File: src/sv/bse_pkg.sv
package bse_pkg;

  // Field widths
  localparam int OP_W     = 2;
  localparam int MV_W     = 16;
  localparam int TIME_W   = 32;
  localparam int STATE_W  = 3;
  localparam int SOC_W    = 7;
  localparam int CELL_W   = 5;
  localparam int SETTLE_W = 16;
  localparam int CFG_IDX_W  = 2;
  localparam int CFG_DATA_W = 16;

  // Curve geometry
  localparam int CURVE_POINTS = 11;
  localparam int K_W          = $clog2(CURVE_POINTS + 1);
  localparam int PT_W         = 12;
  localparam int SOC_STEP     = 100 / (CURVE_POINTS - 1);
  localparam int SOC_TOP      = 100;
  localparam int ACTIVE_SETTLE_S = 30;

  // Shift/subtract divider
  localparam int DIV_W   = 16;
  localparam int REM_W   = 8;
  localparam int CNT_W   = 5;
  localparam int SPAN_W  = 8;   // widest gap between neighboring points fits here
  localparam int FNUM_W  = 11;  // SOC_STEP * gap
  localparam int FRAC_W  = 4;   // interpolated part, 0..SOC_STEP

  typedef enum logic [OP_W-1:0] {
    OP_SET_STATE = 2'd0,
    OP_SAMPLE    = 2'd1,
    OP_RESET_EST = 2'd2,
    OP_NOP       = 2'd3
  } op_t;

  typedef enum logic [STATE_W-1:0] {
    ST_IDLE        = 3'd0,
    ST_CHARGING    = 3'd1,
    ST_DISCHARGING = 3'd2,
    ST_EMPTY       = 3'd3,
    ST_FULL        = 3'd4,
    ST_DISABLED    = 3'd5,
    ST_INVALID     = 3'd6
  } bstate_t;

  typedef enum logic [CFG_IDX_W-1:0] {
    CFG_CELL_COUNT = 2'd0,
    CFG_SETTLE     = 2'd1,
    CFG_MGMT_EN    = 2'd2
  } cfg_idx_t;

  typedef enum logic [1:0] {
    CURVE_IDLE,
    CURVE_CHARGE,
    CURVE_DISCHARGE
  } curve_sel_t;

  localparam logic [CELL_W-1:0]   CELL_COUNT_RST = 5'd4;
  localparam logic [SETTLE_W-1:0] SETTLE_RST     = 16'd300;

  localparam logic [PT_W-1:0] CURVE_DIS_MV [CURVE_POINTS] = '{
    12'd3100, 12'd3120, 12'd3160, 12'd3190, 12'd3200, 12'd3210,
    12'd3220, 12'd3240, 12'd3260, 12'd3270, 12'd3340};
  localparam logic [PT_W-1:0] CURVE_CHG_MV [CURVE_POINTS] = '{
    12'd3120, 12'd3315, 12'd3355, 12'd3375, 12'd3390, 12'd3400,
    12'd3415, 12'd3430, 12'd3445, 12'd3455, 12'd3470};
  localparam logic [PT_W-1:0] CURVE_IDLE_MV [CURVE_POINTS] = '{
    12'd3110, 12'd3223, 12'd3263, 12'd3295, 12'd3308, 12'd3318,
    12'd3330, 12'd3343, 12'd3355, 12'd3363, 12'd3405};

  // Point k of the selected curve; past the end reads as zero
  function automatic logic [PT_W-1:0] curve_point(curve_sel_t sel, logic [K_W-1:0] k);
    logic [PT_W-1:0] pt;
    pt = '0;
    if (k < K_W'(CURVE_POINTS)) begin
      case (sel)
        CURVE_CHARGE:    pt = CURVE_CHG_MV[k];
        CURVE_DISCHARGE: pt = CURVE_DIS_MV[k];
        default:         pt = CURVE_IDLE_MV[k];
      endcase
    end
    return pt;
  endfunction

  // Microcode
  localparam int STEP_W = 3;

  typedef enum logic [2:0] {
    ACT_ELAPSED,
    ACT_DISPATCH,
    ACT_DIV,
    ACT_SEARCH,
    ACT_PREP,
    ACT_FRAC,
    ACT_FINISH
  } act_t;

  typedef enum logic [2:0] {
    JMP_NONE,
    JMP_SKIP,
    JMP_CNT,
    JMP_SEARCH,
    JMP_EDGE,
    JMP_END
  } jmp_t;

  typedef struct packed {
    act_t              act;
    jmp_t              jmp;
    logic [STEP_W-1:0] target;
  } uword_t;

  localparam logic [STEP_W-1:0] STEP_FINISH = 3'd7;

  function automatic uword_t ucode(logic [STEP_W-1:0] step);
    uword_t w;
    unique case (step)
      3'd0:    w = '{act: ACT_ELAPSED,  jmp: JMP_NONE,   target: 3'd0};
      3'd1:    w = '{act: ACT_DISPATCH, jmp: JMP_SKIP,   target: STEP_FINISH};
      3'd2:    w = '{act: ACT_DIV,      jmp: JMP_CNT,    target: 3'd2};
      3'd3:    w = '{act: ACT_SEARCH,   jmp: JMP_SEARCH, target: 3'd3};
      3'd4:    w = '{act: ACT_PREP,     jmp: JMP_EDGE,   target: STEP_FINISH};
      3'd5:    w = '{act: ACT_DIV,      jmp: JMP_CNT,    target: 3'd5};
      3'd6:    w = '{act: ACT_FRAC,     jmp: JMP_NONE,   target: 3'd0};
      default: w = '{act: ACT_FINISH,   jmp: JMP_END,    target: 3'd0};
    endcase
    return w;
  endfunction

endpackage

File: src/sv/bse_if.sv
interface bse_in_if;
  logic                           valid;
  logic                           ready;
  logic [bse_pkg::OP_W-1:0]       op;
  logic [bse_pkg::MV_W-1:0]       pack_mv;
  logic [bse_pkg::TIME_W-1:0]     uptime_s;
  logic [bse_pkg::STATE_W-1:0]    new_state;
  modport source (output valid, op, pack_mv, uptime_s, new_state, input ready);
  modport sink   (input valid, op, pack_mv, uptime_s, new_state, output ready);
endinterface

interface bse_out_if;
  logic                           valid;
  logic                           ready;
  logic [bse_pkg::SOC_W-1:0]      soc_percent;
  logic [bse_pkg::STATE_W-1:0]    batt_mode;
  modport source (output valid, soc_percent, batt_mode, input ready);
  modport sink   (input valid, soc_percent, batt_mode, output ready);
endinterface

interface bse_cfg_if;
  logic                            valid;
  logic                            ready;
  logic [bse_pkg::CFG_IDX_W-1:0]   index;
  logic [bse_pkg::CFG_DATA_W-1:0]  data;
  modport source (output valid, index, data, input ready);
  modport sink   (input valid, index, data, output ready);
endinterface

File: src/sv/battery_soc_estimator.sv
// Sequence: elapsed time, dispatch; requests needing no curve lookup then
//   finish, others run a 16-bit pack/cell divide, the curve search, setup
//   and an 11-bit interpolation divide (not at curve edges) on the same divider.
// Flow: one request at a time; the next is taken the cycle after a result is
//   loaded, while the result register waits.
// Reset (rst_n low, synchronous): state idle, estimate 0, change time 0,
//   cell count 4, settle time 300 s; no result pending.
module battery_soc_estimator (
  input logic      clk,
  input logic      rst_n,
  bse_in_if.sink   in_if,
  bse_out_if.source out_if,
  bse_cfg_if.sink  cfg_if
);

  // Sequencer
  logic                           busy_r;
  logic [bse_pkg::STEP_W-1:0]     step_r;
  bse_pkg::uword_t                uw;

  // Captured request
  bse_pkg::op_t                   op_r;
  logic [bse_pkg::MV_W-1:0]       pack_r;
  logic [bse_pkg::TIME_W-1:0]     uptime_r;
  logic [bse_pkg::STATE_W-1:0]    req_r;

  // Datapath
  logic [bse_pkg::TIME_W-1:0]     elapsed_r;
  logic                           skip_r;
  logic [bse_pkg::DIV_W-1:0]      num_r;
  logic [bse_pkg::REM_W-1:0]      rem_r;
  logic [bse_pkg::REM_W-1:0]      den_r;
  logic [bse_pkg::CNT_W-1:0]      cnt_r;
  logic [bse_pkg::K_W-1:0]        k_r;
  bse_pkg::curve_sel_t            curve_r;
  logic [bse_pkg::SOC_W-1:0]      base_r;
  logic [bse_pkg::SOC_W-1:0]      fresh_r;

  // Architectural state
  bse_pkg::bstate_t               mode_r;
  logic [bse_pkg::SOC_W-1:0]      est_r;
  logic [bse_pkg::TIME_W-1:0]     last_r;
  logic [bse_pkg::CELL_W-1:0]     cell_r;
  logic [bse_pkg::SETTLE_W-1:0]   settle_r;

  // Result register
  logic                           out_valid_r;
  logic [bse_pkg::SOC_W-1:0]      out_soc_r;
  bse_pkg::bstate_t               out_state_r;

  assign uw = bse_pkg::ucode(step_r);

  assign in_if.ready          = !busy_r;
  assign cfg_if.ready         = !busy_r;
  assign out_if.valid         = out_valid_r;
  assign out_if.soc_percent   = out_soc_r;
  assign out_if.batt_mode     = out_state_r;

  logic out_free;
  assign out_free = !out_valid_r || out_if.ready;

  // Elapsed time since the last state change, zero when uptime is behind
  logic [bse_pkg::TIME_W:0] elapsed_diff;
  assign elapsed_diff = {1'b0, uptime_r} - {1'b0, last_r};

  // Dispatch: settle check and whether a curve lookup is needed
  logic [bse_pkg::SETTLE_W-1:0] wait_s;
  logic                         settled;
  logic                         lookup_mode;
  logic                         skip;
  logic [bse_pkg::CELL_W-1:0]   cells;
  bse_pkg::curve_sel_t          curve_sel;

  always_comb begin
    wait_s = (mode_r == bse_pkg::ST_IDLE || mode_r == bse_pkg::ST_EMPTY)
             ? settle_r : bse_pkg::SETTLE_W'(bse_pkg::ACTIVE_SETTLE_S);
    settled = elapsed_r > {{(bse_pkg::TIME_W - bse_pkg::SETTLE_W){1'b0}}, wait_s};
    lookup_mode = (mode_r == bse_pkg::ST_IDLE) || (mode_r == bse_pkg::ST_EMPTY) ||
                  (mode_r == bse_pkg::ST_FULL) || (mode_r == bse_pkg::ST_CHARGING) ||
                  (mode_r == bse_pkg::ST_DISCHARGING);
    skip = !lookup_mode ||
           !((op_r == bse_pkg::OP_SAMPLE && settled) || op_r == bse_pkg::OP_RESET_EST);
    cells = (cell_r == '0) ? bse_pkg::CELL_W'(1) : cell_r;
    case (mode_r)
      bse_pkg::ST_CHARGING:    curve_sel = bse_pkg::CURVE_CHARGE;
      bse_pkg::ST_DISCHARGING: curve_sel = bse_pkg::CURVE_DISCHARGE;
      default:                 curve_sel = bse_pkg::CURVE_IDLE;
    endcase
  end

  // One restoring divide step: one quotient bit per cycle
  logic [bse_pkg::REM_W:0]     rem_sh;
  logic                        rem_ge;
  logic [bse_pkg::REM_W-1:0]   rem_new;
  always_comb begin
    rem_sh  = {rem_r, num_r[bse_pkg::DIV_W-1]};
    rem_ge  = rem_sh >= {1'b0, den_r};
    rem_new = rem_ge ? bse_pkg::REM_W'(rem_sh - {1'b0, den_r})
                     : rem_sh[bse_pkg::REM_W-1:0];
  end

  // Curve search: first point at or above the per-cell voltage
  logic [bse_pkg::PT_W-1:0] pt_k;
  logic                     search_more;
  always_comb begin
    pt_k = bse_pkg::curve_point(curve_r, k_r);
    search_more = (k_r < bse_pkg::K_W'(bse_pkg::CURVE_POINTS)) &&
                  ({{(bse_pkg::DIV_W - bse_pkg::PT_W){1'b0}}, pt_k} < num_r);
  end

  // Interpolation setup between points k-1 and k
  logic                          edge_case;
  logic [bse_pkg::K_W-1:0]       k_lo;
  logic [bse_pkg::PT_W-1:0]      pt_lo;
  logic [bse_pkg::SPAN_W-1:0]    span;
  logic [bse_pkg::SPAN_W-1:0]    offs;
  logic [bse_pkg::FNUM_W-1:0]    fnum;
  always_comb begin
    edge_case = (k_r == '0) || (k_r >= bse_pkg::K_W'(bse_pkg::CURVE_POINTS));
    k_lo  = k_r - bse_pkg::K_W'(1);
    pt_lo = bse_pkg::curve_point(curve_r, k_lo);
    span  = bse_pkg::SPAN_W'(pt_k - pt_lo);
    offs  = bse_pkg::SPAN_W'(num_r[bse_pkg::PT_W-1:0] - pt_lo);
    fnum  = bse_pkg::FNUM_W'(offs) * bse_pkg::FNUM_W'(bse_pkg::SOC_STEP);
  end

  // Interpolated value
  logic [bse_pkg::SOC_W-1:0] frac_sum;
  assign frac_sum = base_r + bse_pkg::SOC_W'(num_r[bse_pkg::FRAC_W-1:0]);

  // Final state and estimate update
  bse_pkg::bstate_t            mode_nxt;
  logic [bse_pkg::SOC_W-1:0]   est_nxt;
  logic [bse_pkg::TIME_W-1:0]  last_nxt;
  always_comb begin
    mode_nxt = mode_r;
    est_nxt  = est_r;
    last_nxt = last_r;
    case (op_r)
      bse_pkg::OP_SET_STATE: begin
        if (mode_r != bse_pkg::ST_DISABLED) begin
          mode_nxt = (req_r > bse_pkg::ST_INVALID) ? bse_pkg::ST_INVALID
                                                   : bse_pkg::bstate_t'(req_r);
          last_nxt = uptime_r;
        end
      end
      bse_pkg::OP_SAMPLE: begin
        if (!skip_r) begin
          case (mode_r)
            bse_pkg::ST_CHARGING:    if (fresh_r > est_r) est_nxt = fresh_r;
            bse_pkg::ST_DISCHARGING: if (fresh_r < est_r) est_nxt = fresh_r;
            default:                 est_nxt = fresh_r;
          endcase
        end
      end
      bse_pkg::OP_RESET_EST: begin
        if (!skip_r) est_nxt = fresh_r;
        if (mode_r == bse_pkg::ST_EMPTY || mode_r == bse_pkg::ST_FULL) begin
          mode_nxt = bse_pkg::ST_IDLE;
          last_nxt = uptime_r;
        end
      end
      default: ;
    endcase
  end

  // Jump decision
  logic                       jump;
  logic                       hold;
  always_comb begin
    hold = 1'b0;
    case (uw.jmp)
      bse_pkg::JMP_SKIP:   jump = skip;
      bse_pkg::JMP_CNT:    jump = cnt_r != bse_pkg::CNT_W'(1);
      bse_pkg::JMP_SEARCH: jump = search_more;
      bse_pkg::JMP_EDGE:   jump = edge_case;
      bse_pkg::JMP_END: begin
        jump = 1'b1;
        hold = !out_free;
      end
      default:             jump = 1'b0;
    endcase
  end

  // Last step of a request goes ahead this cycle
  logic finish_go;
  assign finish_go = busy_r && !hold && (uw.act == bse_pkg::ACT_FINISH);

  always_ff @(posedge clk) begin
    if (!rst_n) begin
      busy_r      <= 1'b0;
      step_r      <= '0;
      out_valid_r <= 1'b0;
      mode_r      <= bse_pkg::ST_IDLE;
      est_r       <= '0;
      last_r      <= '0;
      cell_r      <= bse_pkg::CELL_COUNT_RST;
      settle_r    <= bse_pkg::SETTLE_RST;
    end else begin
      // Result register: loads at the end of a request, drains on accept
      if (finish_go) out_valid_r <= 1'b1;
      else if (out_valid_r && out_if.ready) out_valid_r <= 1'b0;

      if (!busy_r) begin
        if (in_if.valid) begin
          busy_r   <= 1'b1;
          step_r   <= '0;
          op_r     <= bse_pkg::op_t'(in_if.op);
          pack_r   <= in_if.pack_mv;
          uptime_r <= in_if.uptime_s;
          req_r    <= in_if.new_state;
        end
      end else if (!hold) begin
        step_r <= jump ? uw.target : step_r + bse_pkg::STEP_W'(1);

        unique case (uw.act)
          bse_pkg::ACT_ELAPSED: begin
            elapsed_r <= elapsed_diff[bse_pkg::TIME_W] ? '0
                                                      : elapsed_diff[bse_pkg::TIME_W-1:0];
          end
          bse_pkg::ACT_DISPATCH: begin
            skip_r  <= skip;
            num_r   <= pack_r;
            den_r   <= bse_pkg::REM_W'(cells);
            rem_r   <= '0;
            cnt_r   <= bse_pkg::CNT_W'(bse_pkg::DIV_W);
            k_r     <= '0;
            curve_r <= curve_sel;
          end
          bse_pkg::ACT_DIV: begin
            rem_r <= rem_new;
            num_r <= {num_r[bse_pkg::DIV_W-2:0], rem_ge};
            cnt_r <= cnt_r - bse_pkg::CNT_W'(1);
          end
          bse_pkg::ACT_SEARCH: begin
            if (search_more) k_r <= k_r + bse_pkg::K_W'(1);
          end
          bse_pkg::ACT_PREP: begin
            if (k_r == '0) fresh_r <= '0;
            else           fresh_r <= bse_pkg::SOC_W'(bse_pkg::SOC_TOP);
            // Numerator left-aligned so the divider yields FNUM_W quotient bits
            num_r  <= {fnum, {(bse_pkg::DIV_W - bse_pkg::FNUM_W){1'b0}}};
            den_r  <= bse_pkg::REM_W'(span);
            rem_r  <= '0;
            cnt_r  <= bse_pkg::CNT_W'(bse_pkg::FNUM_W);
            base_r <= bse_pkg::SOC_W'(k_lo) * bse_pkg::SOC_W'(bse_pkg::SOC_STEP);
          end
          bse_pkg::ACT_FRAC: begin
            fresh_r <= (frac_sum > bse_pkg::SOC_W'(bse_pkg::SOC_TOP))
                       ? bse_pkg::SOC_W'(bse_pkg::SOC_TOP) : frac_sum;
          end
          bse_pkg::ACT_FINISH: begin
            mode_r      <= mode_nxt;
            est_r       <= est_nxt;
            last_r      <= last_nxt;
            out_soc_r   <= est_nxt;
            out_state_r <= mode_nxt;
            busy_r      <= 1'b0;
          end
          default: ;
        endcase
      end

      // Register writes, only while no request is in flight
      if (cfg_if.valid && cfg_if.ready) begin
        case (cfg_if.index)
          bse_pkg::CFG_CELL_COUNT: cell_r   <= cfg_if.data[bse_pkg::CELL_W-1:0];
          bse_pkg::CFG_SETTLE:     settle_r <= cfg_if.data[bse_pkg::SETTLE_W-1:0];
          bse_pkg::CFG_MGMT_EN:    if (!cfg_if.data[0]) mode_r <= bse_pkg::ST_DISABLED;
          default: ;
        endcase
      end
    end
  end

endmodule

File: src/flat_wrapper.sv
// flat-port wrapper written by rule: the top's interface ports become plain ports
module battery_soc_estimator_flat 
  (clk, rst_n, in_if_valid, in_if_op, in_if_pack_mv, in_if_uptime_s, in_if_new_state, in_if_ready, out_if_valid, out_if_soc_percent, out_if_batt_mode, out_if_ready, cfg_if_valid, cfg_if_index, cfg_if_data, cfg_if_ready);
  bse_in_if in_if_i ();
  bse_out_if out_if_i ();
  bse_cfg_if cfg_if_i ();
  input logic clk;
  input logic rst_n;
  input wire logic [$bits(in_if_i.valid)-1:0] in_if_valid;
  input wire logic [$bits(in_if_i.op)-1:0] in_if_op;
  input wire logic [$bits(in_if_i.pack_mv)-1:0] in_if_pack_mv;
  input wire logic [$bits(in_if_i.uptime_s)-1:0] in_if_uptime_s;
  input wire logic [$bits(in_if_i.new_state)-1:0] in_if_new_state;
  output wire logic [$bits(in_if_i.ready)-1:0] in_if_ready;
  output wire logic [$bits(out_if_i.valid)-1:0] out_if_valid;
  output wire logic [$bits(out_if_i.soc_percent)-1:0] out_if_soc_percent;
  output wire logic [$bits(out_if_i.batt_mode)-1:0] out_if_batt_mode;
  input wire logic [$bits(out_if_i.ready)-1:0] out_if_ready;
  input wire logic [$bits(cfg_if_i.valid)-1:0] cfg_if_valid;
  input wire logic [$bits(cfg_if_i.index)-1:0] cfg_if_index;
  input wire logic [$bits(cfg_if_i.data)-1:0] cfg_if_data;
  output wire logic [$bits(cfg_if_i.ready)-1:0] cfg_if_ready;
  assign in_if_i.valid = in_if_valid;
  assign in_if_i.op = in_if_op;
  assign in_if_i.pack_mv = in_if_pack_mv;
  assign in_if_i.uptime_s = in_if_uptime_s;
  assign in_if_i.new_state = in_if_new_state;
  assign in_if_ready = in_if_i.ready;
  assign out_if_valid = out_if_i.valid;
  assign out_if_soc_percent = out_if_i.soc_percent;
  assign out_if_batt_mode = out_if_i.batt_mode;
  assign out_if_i.ready = out_if_ready;
  assign cfg_if_i.valid = cfg_if_valid;
  assign cfg_if_i.index = cfg_if_index;
  assign cfg_if_i.data = cfg_if_data;
  assign cfg_if_ready = cfg_if_i.ready;
  battery_soc_estimator u_core (.clk(clk), .rst_n(rst_n), .in_if(in_if_i), .out_if(out_if_i), .cfg_if(cfg_if_i));
endmodule
File: config.mk
export PLATFORM = sky130hd
export DESIGN_NAME = battery_soc_estimator_flat
export DESIGN_NICKNAME = d
export VERILOG_FILES = /design/src/sv/bse_pkg.sv /design/src/sv/bse_if.sv /design/src/sv/battery_soc_estimator.sv /design/src/flat_wrapper.sv
export SDC_FILE = /design/constraint.sdc
export NUM_CORES = 1
export LEC_CHECK = 0
export ABC_AREA = 1
export BUFFER_PORTS_ARGS = -buffer_cell sky130_fd_sc_hd__buf_2
export CAP_MARGIN = 10
export CORE_MARGIN = 5
export CORE_UTILIZATION = 45
export CTS_BUF_LIST = sky130_fd_sc_hd__clkbuf_16
export DETAILED_ROUTE_END_ITERATION = 10
export GPL_TIMING_DRIVEN = 0
export SETUP_SLACK_MARGIN = 0.02
export SLEW_MARGIN = 20
export SYNTH_ARGS = -nofsm -noshare
export SYNTH_HDL_FRONTEND = slang
export SYNTH_SLANG_ARGS = --single-unit
File: constraint.sdc
create_clock -name clk -period 6.3 [get_ports clk]
set_input_delay 1.26 -clock clk [delete_from_list [all_inputs] [get_ports clk]]
set_output_delay 1.26 -clock clk [all_outputs]
set_load 0.03 [all_outputs]
==> results.sh, run 1 <==
export IMPL_outcome="finished clean"
export IMPL_synth_edf_count=152
export IMPL_yosysSeqAreaShare=0.4214
export IMPL_r2r_end="u_core.num_r[15]$_DFFE_PP_"
export IMPL_post_place_ws_ps=-19.14
export IMPL_synth_seq_cells=220
export IMPL_first_pass_iters=5
export IMPL_drv_slew=0
export IMPL_wirelength_microns=37190
export IMPL_numCtsBuffers=27
export IMPL_fp_dieH_microns=186.8
export IMPL_cp_max_fo=9
export IMPL_io_buffers=87
export IMPL_die_x_microns=186.8
export IMPL_whs_ps=454.0
export IMPL_grt_pass1_vias=11270
export IMPL_synth_top_flop_cell="edfxtp_1"
export IMPL_grt_usage=0.2047
export IMPL_final_hold_viol_count=0
export IMPL_core_area_sq_um=30750
export IMPL_worst_path_most_repeated_cell="nand2_1"
export IMPL_final_common_cell="nand2_1"
export IMPL_syn_avg_cell_area_sq_um=8.565
export IMPL_skew_ps=13.51
export IMPL_worstSetupEndpointType="flop"
export IMPL_vdd_ir_drop_max_mv=0.2071
export IMPL_antenna_left=0
export IMPL_initial_utilization=0.4574
export IMPL_synth_cell_types=64
export IMPL_setup_viol=0
export IMPL_r2r_start="u_core.k_r[0]$_SDFFCE_PN0P_"
export IMPL_period_share=0.9176
export IMPL_timing_final_ws_setup_ps=519.4
export IMPL_area_growth_pct=13.60
export IMPL_max_cap_violations=0
export IMPL_syn_area_sq_um=14060
export IMPL_clock_fmax_mhz=173.0
export IMPL_yosys_warnings=0
export IMPL_syn_inst=1642
export IMPL_cts_num_sinks=220
export IMPL_worstSetupPathType="reg -> reg"
export IMPL_finalCriticalPeriod_ps=5781
export IMPL_grt_ovfl_total=0
export IMPL_antennaDiodeCount=0
export IMPL_cts_root_buf="clkbuf_16"
export IMPL_avgRoutedWirePerCell_microns=17.03
export IMPL_syn_nets=1856
export IMPL_antenna_found_initial=0
export IMPL_cpPeakStageDelay_ps=440
export IMPL_utilization=0.5196
export IMPL_rr_worst_depth=30
export IMPL_power_density_nw_per_um2=313.2
export IMPL_critPathArrivalTime_ps=6120
export IMPL_grt_max_degree=30
export IMPL_p_total_uw=5003
export IMPL_mostFrequentLayoutCells="248 x nand2_1, 236 x inv_1, 165 x a21oi_1"
export IMPL_nNetsFinal=1981
export IMPL_final_seq_area_sq_um=5926
export IMPL_dpl_hpwl_microns=29120
export IMPL_required_ps=6640
export IMPL_gp_congestion=0.9370
export IMPL_leakage_uw=0.006898
export IMPL_fp_dieArea_sq_um=34890
export IMPL_worstMarginPinSlew_ps=1021
export IMPL_clock_path_buffers=3
export IMPL_cts_tree="done"
export IMPL_path_clk_slew_ps=50
export IMPL_drive_gt1_frac=0.1253
export IMPL_multi_input_area_sq_um=6972
export IMPL_hold_depth=2
export IMPL_vias=11634
export IMPL_n_fill_cell=2940
export IMPL_slew_headroom=0.3143
export IMPL_synth_async_reset_ratio=0
export IMPL_route_detailed_drc=0
export IMPL_ctsHoldBuffers=0
export IMPL_hp_class="reg -> reg"
export IMPL_rsz0062_at_grt="no"
export IMPL_insertion_delay_ps=550
export IMPL_io_pins=89
export IMPL_min_from="u_core.last_r[15]$_SDFFE_PN0P_"
export IMPL_r2r_slack_ps=520
export IMPL_cpMaxStageDelayCell="edfxtp_1"
export IMPL_dpl_cell_count=2130
export IMPL_start_kind="flop"
export IMPL_first_iter_violations=786
export IMPL_htreeDepth=1
export IMPL_min_to="u_core.last_r[15]$_SDFFE_PN0P_"
export IMPL_grt_pass1_wl_microns=58930
export IMPL_placementRows=64
export IMPL_routed_via_density=5.327
export IMPL_fin_cells=2184
## sequential cells by signal, indices dropped and copies added (netlist names), 6 cells and up
name / count
u_core.uptime_r: 32
u_core.num_r: 16
u_core.den_r: 8
u_core.last_r: 32
u_core.settle_r: 16
u_core.out_if.soc_percent: 7
u_core.rem_r: 8
u_core.elapsed_r: 32
u_core.base_r: 6
u_core.pack_r: 16
u_core.est_r: 7
u_core.fresh_r: 7
## how the worst max path moves through the flow
stage                                      from                    endpoint  cells past startpoint
finish              u_core.k_r[0]$_SDFFCE_PN0P_  u_core.num_r[15]$_DFFE_PP_                     30
detailed placement  u_core.k_r[1]$_SDFFCE_PN0P_  u_core.num_r[15]$_DFFE_PP_                     29
CTS                 u_core.k_r[0]$_SDFFCE_PN0P_  u_core.num_r[15]$_DFFE_PP_                     30
global placement    u_core.k_r[1]$_SDFFCE_PN0P_  u_core.num_r[15]$_DFFE_PP_                     29
floorplan           u_core.k_r[1]$_SDFFCE_PN0P_  u_core.num_r[15]$_DFFE_PP_                     28
global route        u_core.k_r[0]$_SDFFCE_PN0P_  u_core.num_r[15]$_DFFE_PP_                     30
## cell usage after synthesis (all sizes together), types with 7 or more instances
library cell  count  share of area
nor2            158          0.050
o221ai           13         0.0081
clkbuf           17         0.0045
inv             242          0.066
o21ai           153          0.055
dfxtp            68          0.097
nand2           262          0.074
fa                7          0.010
o21bai            8         0.0045
o21a              7         0.0037
buf              24          0.015
a21oi           170          0.062
edfxtp          152           0.32
nor3             29          0.011
ha              131           0.12
o211ai           23          0.012
or2               9         0.0040
nor4              7         0.0031
xnor2            15         0.0093
nand4            12         0.0053
xor2             25          0.017
nand3            69          0.026
## critical path, delay by kind of cell (launching register included)
family | cells | cell delay, ps
AOI/OAI and AO/OA | 9 | 1580
xor gates and xnor gates | 1 | 220
adders and majority gates | 5 | 1540
buffers and inverters | 7 | 840
DFF | 1 | 440
and+or+nand+nor | 8 | 970
## kinds of logic (layout without fill, tap and decap cells)
| kind of cell | after synthesis | after routing | synth area share |
|---|---|---|---|
| AOI/OAI and AO/OA | 408 | 408 | 0.1652 |
| buffers and inverters | 285 | 431 | 0.08594 |
| adders and majority gates | 138 | 138 | 0.1265 |
| DFF | 220 | 220 | 0.4214 |
| and+or+nand+nor | 551 | 551 | 0.1750 |
| xor gates and xnor gates | 40 | 40 | 0.02598 |
## per-layer routing
layer  vias up  wire, microns  GRT usage
met5         -              0          0
met4         0            637    0.04266
met3        46           2032    0.03046
met2       286          16700     0.3267
met1      5422          17820     0.2976
li1       5880              -          -
## through the flow
step / TNS [ps] / area [sq um]
after floorplan: 0 / 14060
final: 0 / 15980
after global placement: -755.3 / 14990
after detailed placement: -19.14 / 15090
after global routing: 0 / 15980
after CTS: 0 / 15930
## power breakdown
| group | internal, uW | total (uW) | switching, uW |
|---|---|---|---|
| combinational | 622 | 1740 | 1110 |
| clock | 855 | 1460 | 604 |
| sequential | 1750 | 1810 | 62.4 |
| total | 3220 | 5000 | 1780 |
## final cells by class
type / count / share of cell area
plain buffers: 41 / 0.01731
multi-input cells: 1137 / 0.4364
repair buffers: 96 / 0.03352
clock buffers: 27 / 0.04229
flip-flops and latches: 220 / 0.3709
inverters: 244 / 0.05881
clock inverters: 23 / 0.009789
well taps: 396 / 0.03101
## repair_timing
action,in CTS,in global routing
gates resized for setup,0,6
gates cloned,0,0
endpoints found under the setup margin,1,4
buffers inserted,1,3
Note: power is estimated with default switching activity, not from simulation.
==> run 2: changes to the inputs <==
--- a/config.mk
+++ b/config.mk
@@ -13,6 +13,7 @@
 export CTS_BUF_LIST = sky130_fd_sc_hd__clkbuf_16
 export DETAILED_ROUTE_END_ITERATION = 10
 export GPL_TIMING_DRIVEN = 0
+export PLACE_DENSITY = 0.63
 export SETUP_SLACK_MARGIN = 0.02
 export SLEW_MARGIN = 20
 export SYNTH_ARGS = -nofsm -noshare
==> results.sh, run 2 (synthesis gave the netlist of run 1 again) <==
export IMPL_outcome="finished clean"
export IMPL_skew_ps=20.92
export IMPL_leakage_uw=0.006910
export IMPL_worstMarginPinSlew_ps=990.3
export IMPL_final_seq_area_sq_um=5926
export IMPL_antenna_found_initial=0
export IMPL_hold_depth=2
export IMPL_pwr_share_comb=0.336
export IMPL_p_total_uw=5082
export IMPL_rsz0062_at_grt="no"
export IMPL_clock_path_buffers=3
export IMPL_dpl_cell_count=2130
export IMPL_fp_dieArea_sq_um=34890
export IMPL_timing_setup_tns_ps=0
export IMPL_placementRows=64
export IMPL_core_area_sq_um=30750
export IMPL_power_switching_uw=1753
export IMPL_antennaDiodeCount=0
export IMPL_mostFrequentLayoutCells="248 x nand2_1, 225 x inv_1, 165 x a21oi_1"
export IMPL_setup_viol=0
export IMPL_ctsHoldBuffers=0
export IMPL_power_density_nw_per_um2=316.3
export IMPL_internal_power_uw=3329
export IMPL_slew_headroom=0.3347
export IMPL_cts_root_buf="clkbuf_16"
export IMPL_final_common_cell="nand2_1"
export IMPL_first_iter_violations=727
export IMPL_cpMaxStageDelayCell="edfxtp_1"
export IMPL_cpPeakStageDelay_ps=450
export IMPL_worstSetupEndpointType="flop"
export IMPL_first_pass_iters=5
export IMPL_cts_num_sinks=220
export IMPL_hp_class="reg -> reg"
export IMPL_gp_congestion=0.8984
export IMPL_wirelength_microns=36120
export IMPL_vdd_ir_drop_max_mv=0.2162
export IMPL_start_kind="flop"
export IMPL_r2r_slack_ps=470
export IMPL_clock_fmax_mhz=171.5
export IMPL_seqPwrFrac=0.355
export IMPL_path_clk_slew_ps=60
export IMPL_finalCriticalPeriod_ps=5832
export IMPL_drv_slew=0
export IMPL_grt_pass1_vias=11417
export IMPL_cts_tree="done"
export IMPL_vias=11590
export IMPL_die_x_microns=186.8
export IMPL_largestRegisters="u_core.elapsed_r (32), u_core.last_r (32), u_core.uptime_r (32)"
export IMPL_fp_dieH_microns=186.8
export IMPL_grt_max_degree=29
export IMPL_max_cap_violations=0
export IMPL_fin_cells=2184
export IMPL_r2r_end="u_core.num_r[15]$_DFFE_PP_"
export IMPL_nNetsFinal=1982
export IMPL_io_buffers=87
export IMPL_area_growth_pct=14.23
export IMPL_r2r_start="u_core.k_r[0]$_SDFFCE_PN0P_"
export IMPL_dpl_hpwl_microns=28530
export IMPL_worstSetupPathType="reg -> reg"
export IMPL_antenna_left=0
export IMPL_route_detailed_drc=0
export IMPL_whs_ps=454.2
export IMPL_cp_max_fo=9
export IMPL_p_sw_frac=0.3449
export IMPL_grt_usage=0.2016
export IMPL_initial_utilization=0.4574
export IMPL_routed_via_density=5.307
export IMPL_period_share=0.9257
export IMPL_drive_gt1_frac=0.1320
export IMPL_insertion_delay_ps=540
export IMPL_io_pins=89
export IMPL_final_hold_viol_count=0
export IMPL_numCtsBuffers=26
export IMPL_min_from="u_core.last_r[6]$_SDFFE_PN0P_"
export IMPL_htreeDepth=1
export IMPL_required_ps=6580
export IMPL_rr_worst_depth=29
export IMPL_clock_power_share=0.309
export IMPL_multi_input_area_sq_um=6970
export IMPL_min_to="u_core.last_r[6]$_SDFFE_PN0P_"
export IMPL_n_fill_cell=2961
export IMPL_grt_pass1_wl_microns=58310
export IMPL_grt_ovfl_total=0
export IMPL_critPathArrivalTime_ps=6110
export IMPL_avgRoutedWirePerCell_microns=16.54
run 2: cell count changes in the layout (fill, tap and decap cells not counted), moves of 2 or more:
cell,before,now
bufinv_16,2,5
clkinv_1,7,5
clkinv_2,2,8
inv_1,236,225
run 2: worst max-delay path: cells and delay by family (launching register included):
kind                     cells  cell delay, ps
AO/OA/AOI/OAI                9            1370
adder cells (fa/ha/maj)      5            1700
AND/OR/NAND/NOR              7             930
buffers and inverters        7             900
XOR/XNOR                     1             220
flip-flops                   1             450
run 2: metal layers:
layer / up-vias / wire length [microns] / GRT usage / part of all wire
li1: 5873 / - / - / -
met1: 5394 / 17320 / 0.2874 / 0.48
met2: 271 / 16030 / 0.3248 / 0.44
met4: 0 / 806 / 0.05176 / 0.022
met3: 52 / 1965 / 0.02877 / 0.054
met5: - / 0 / 0 / 0
run 2: per-stage QoR:
step / setup WS, ps / instance area [sq um] / utilization
global placement: -16.23 / 14990 / 0.4876
detailed placement: 91.99 / 15090 / 0.4908
CTS: 57.04 / 15990 / 0.5201
global route: 48.31 / 16060 / 0.5224
floorplan: 1338 / 14060 / -
finish: 468.0 / 16060 / 0.5224
run 2: worst max path at each step:
stage / start / end / slack [ps]
finish: u_core.k_r[0]$_SDFFCE_PN0P_ / u_core.num_r[15]$_DFFE_PP_ / 470
global route: u_core.k_r[0]$_SDFFCE_PN0P_ / u_core.num_r[15]$_DFFE_PP_ / 50
CTS: u_core.k_r[1]$_SDFFCE_PN0P_ / u_core.num_r[15]$_DFFE_PP_ / 60
detailed placement: u_core.k_r[1]$_SDFFCE_PN0P_ / u_core.num_r[15]$_DFFE_PP_ / 90
global placement: u_core.k_r[1]$_SDFFCE_PN0P_ / u_core.num_r[15]$_DFFE_PP_ / -20
floorplan: u_core.k_r[1]$_SDFFCE_PN0P_ / u_core.num_r[15]$_DFFE_PP_ / 1340
run 2: repair_timing:
item	in CTS	in global routing
setup buffers	0	6
endpoints found under the setup margin	0	4
resized for setup	0	5
run 2: layout make-up:
class,instances,area share
Clock inverter,22,0.01566
Sequential cell,220,0.3689
Tap cell,396,0.03084
Timing Repair Buffer,98,0.03450
Inverter,244,0.05849
Clock buffer,26,0.04050
Multi-Input combinational cell,1137,0.4339
Buffer,41,0.01721
run 2: power groups by stage:
stage / clock network (uW) / logic [uW] / registers, uW
finish: 1570 / 1710 / 1800
global route: 1680 / 1930 / 1810
CTS: 1610 / 1700 / 1810
detailed placement: 0 / 1690 / 1840
global placement: 0 / 1630 / 1840
floorplan: 0 / 1270 / 1820
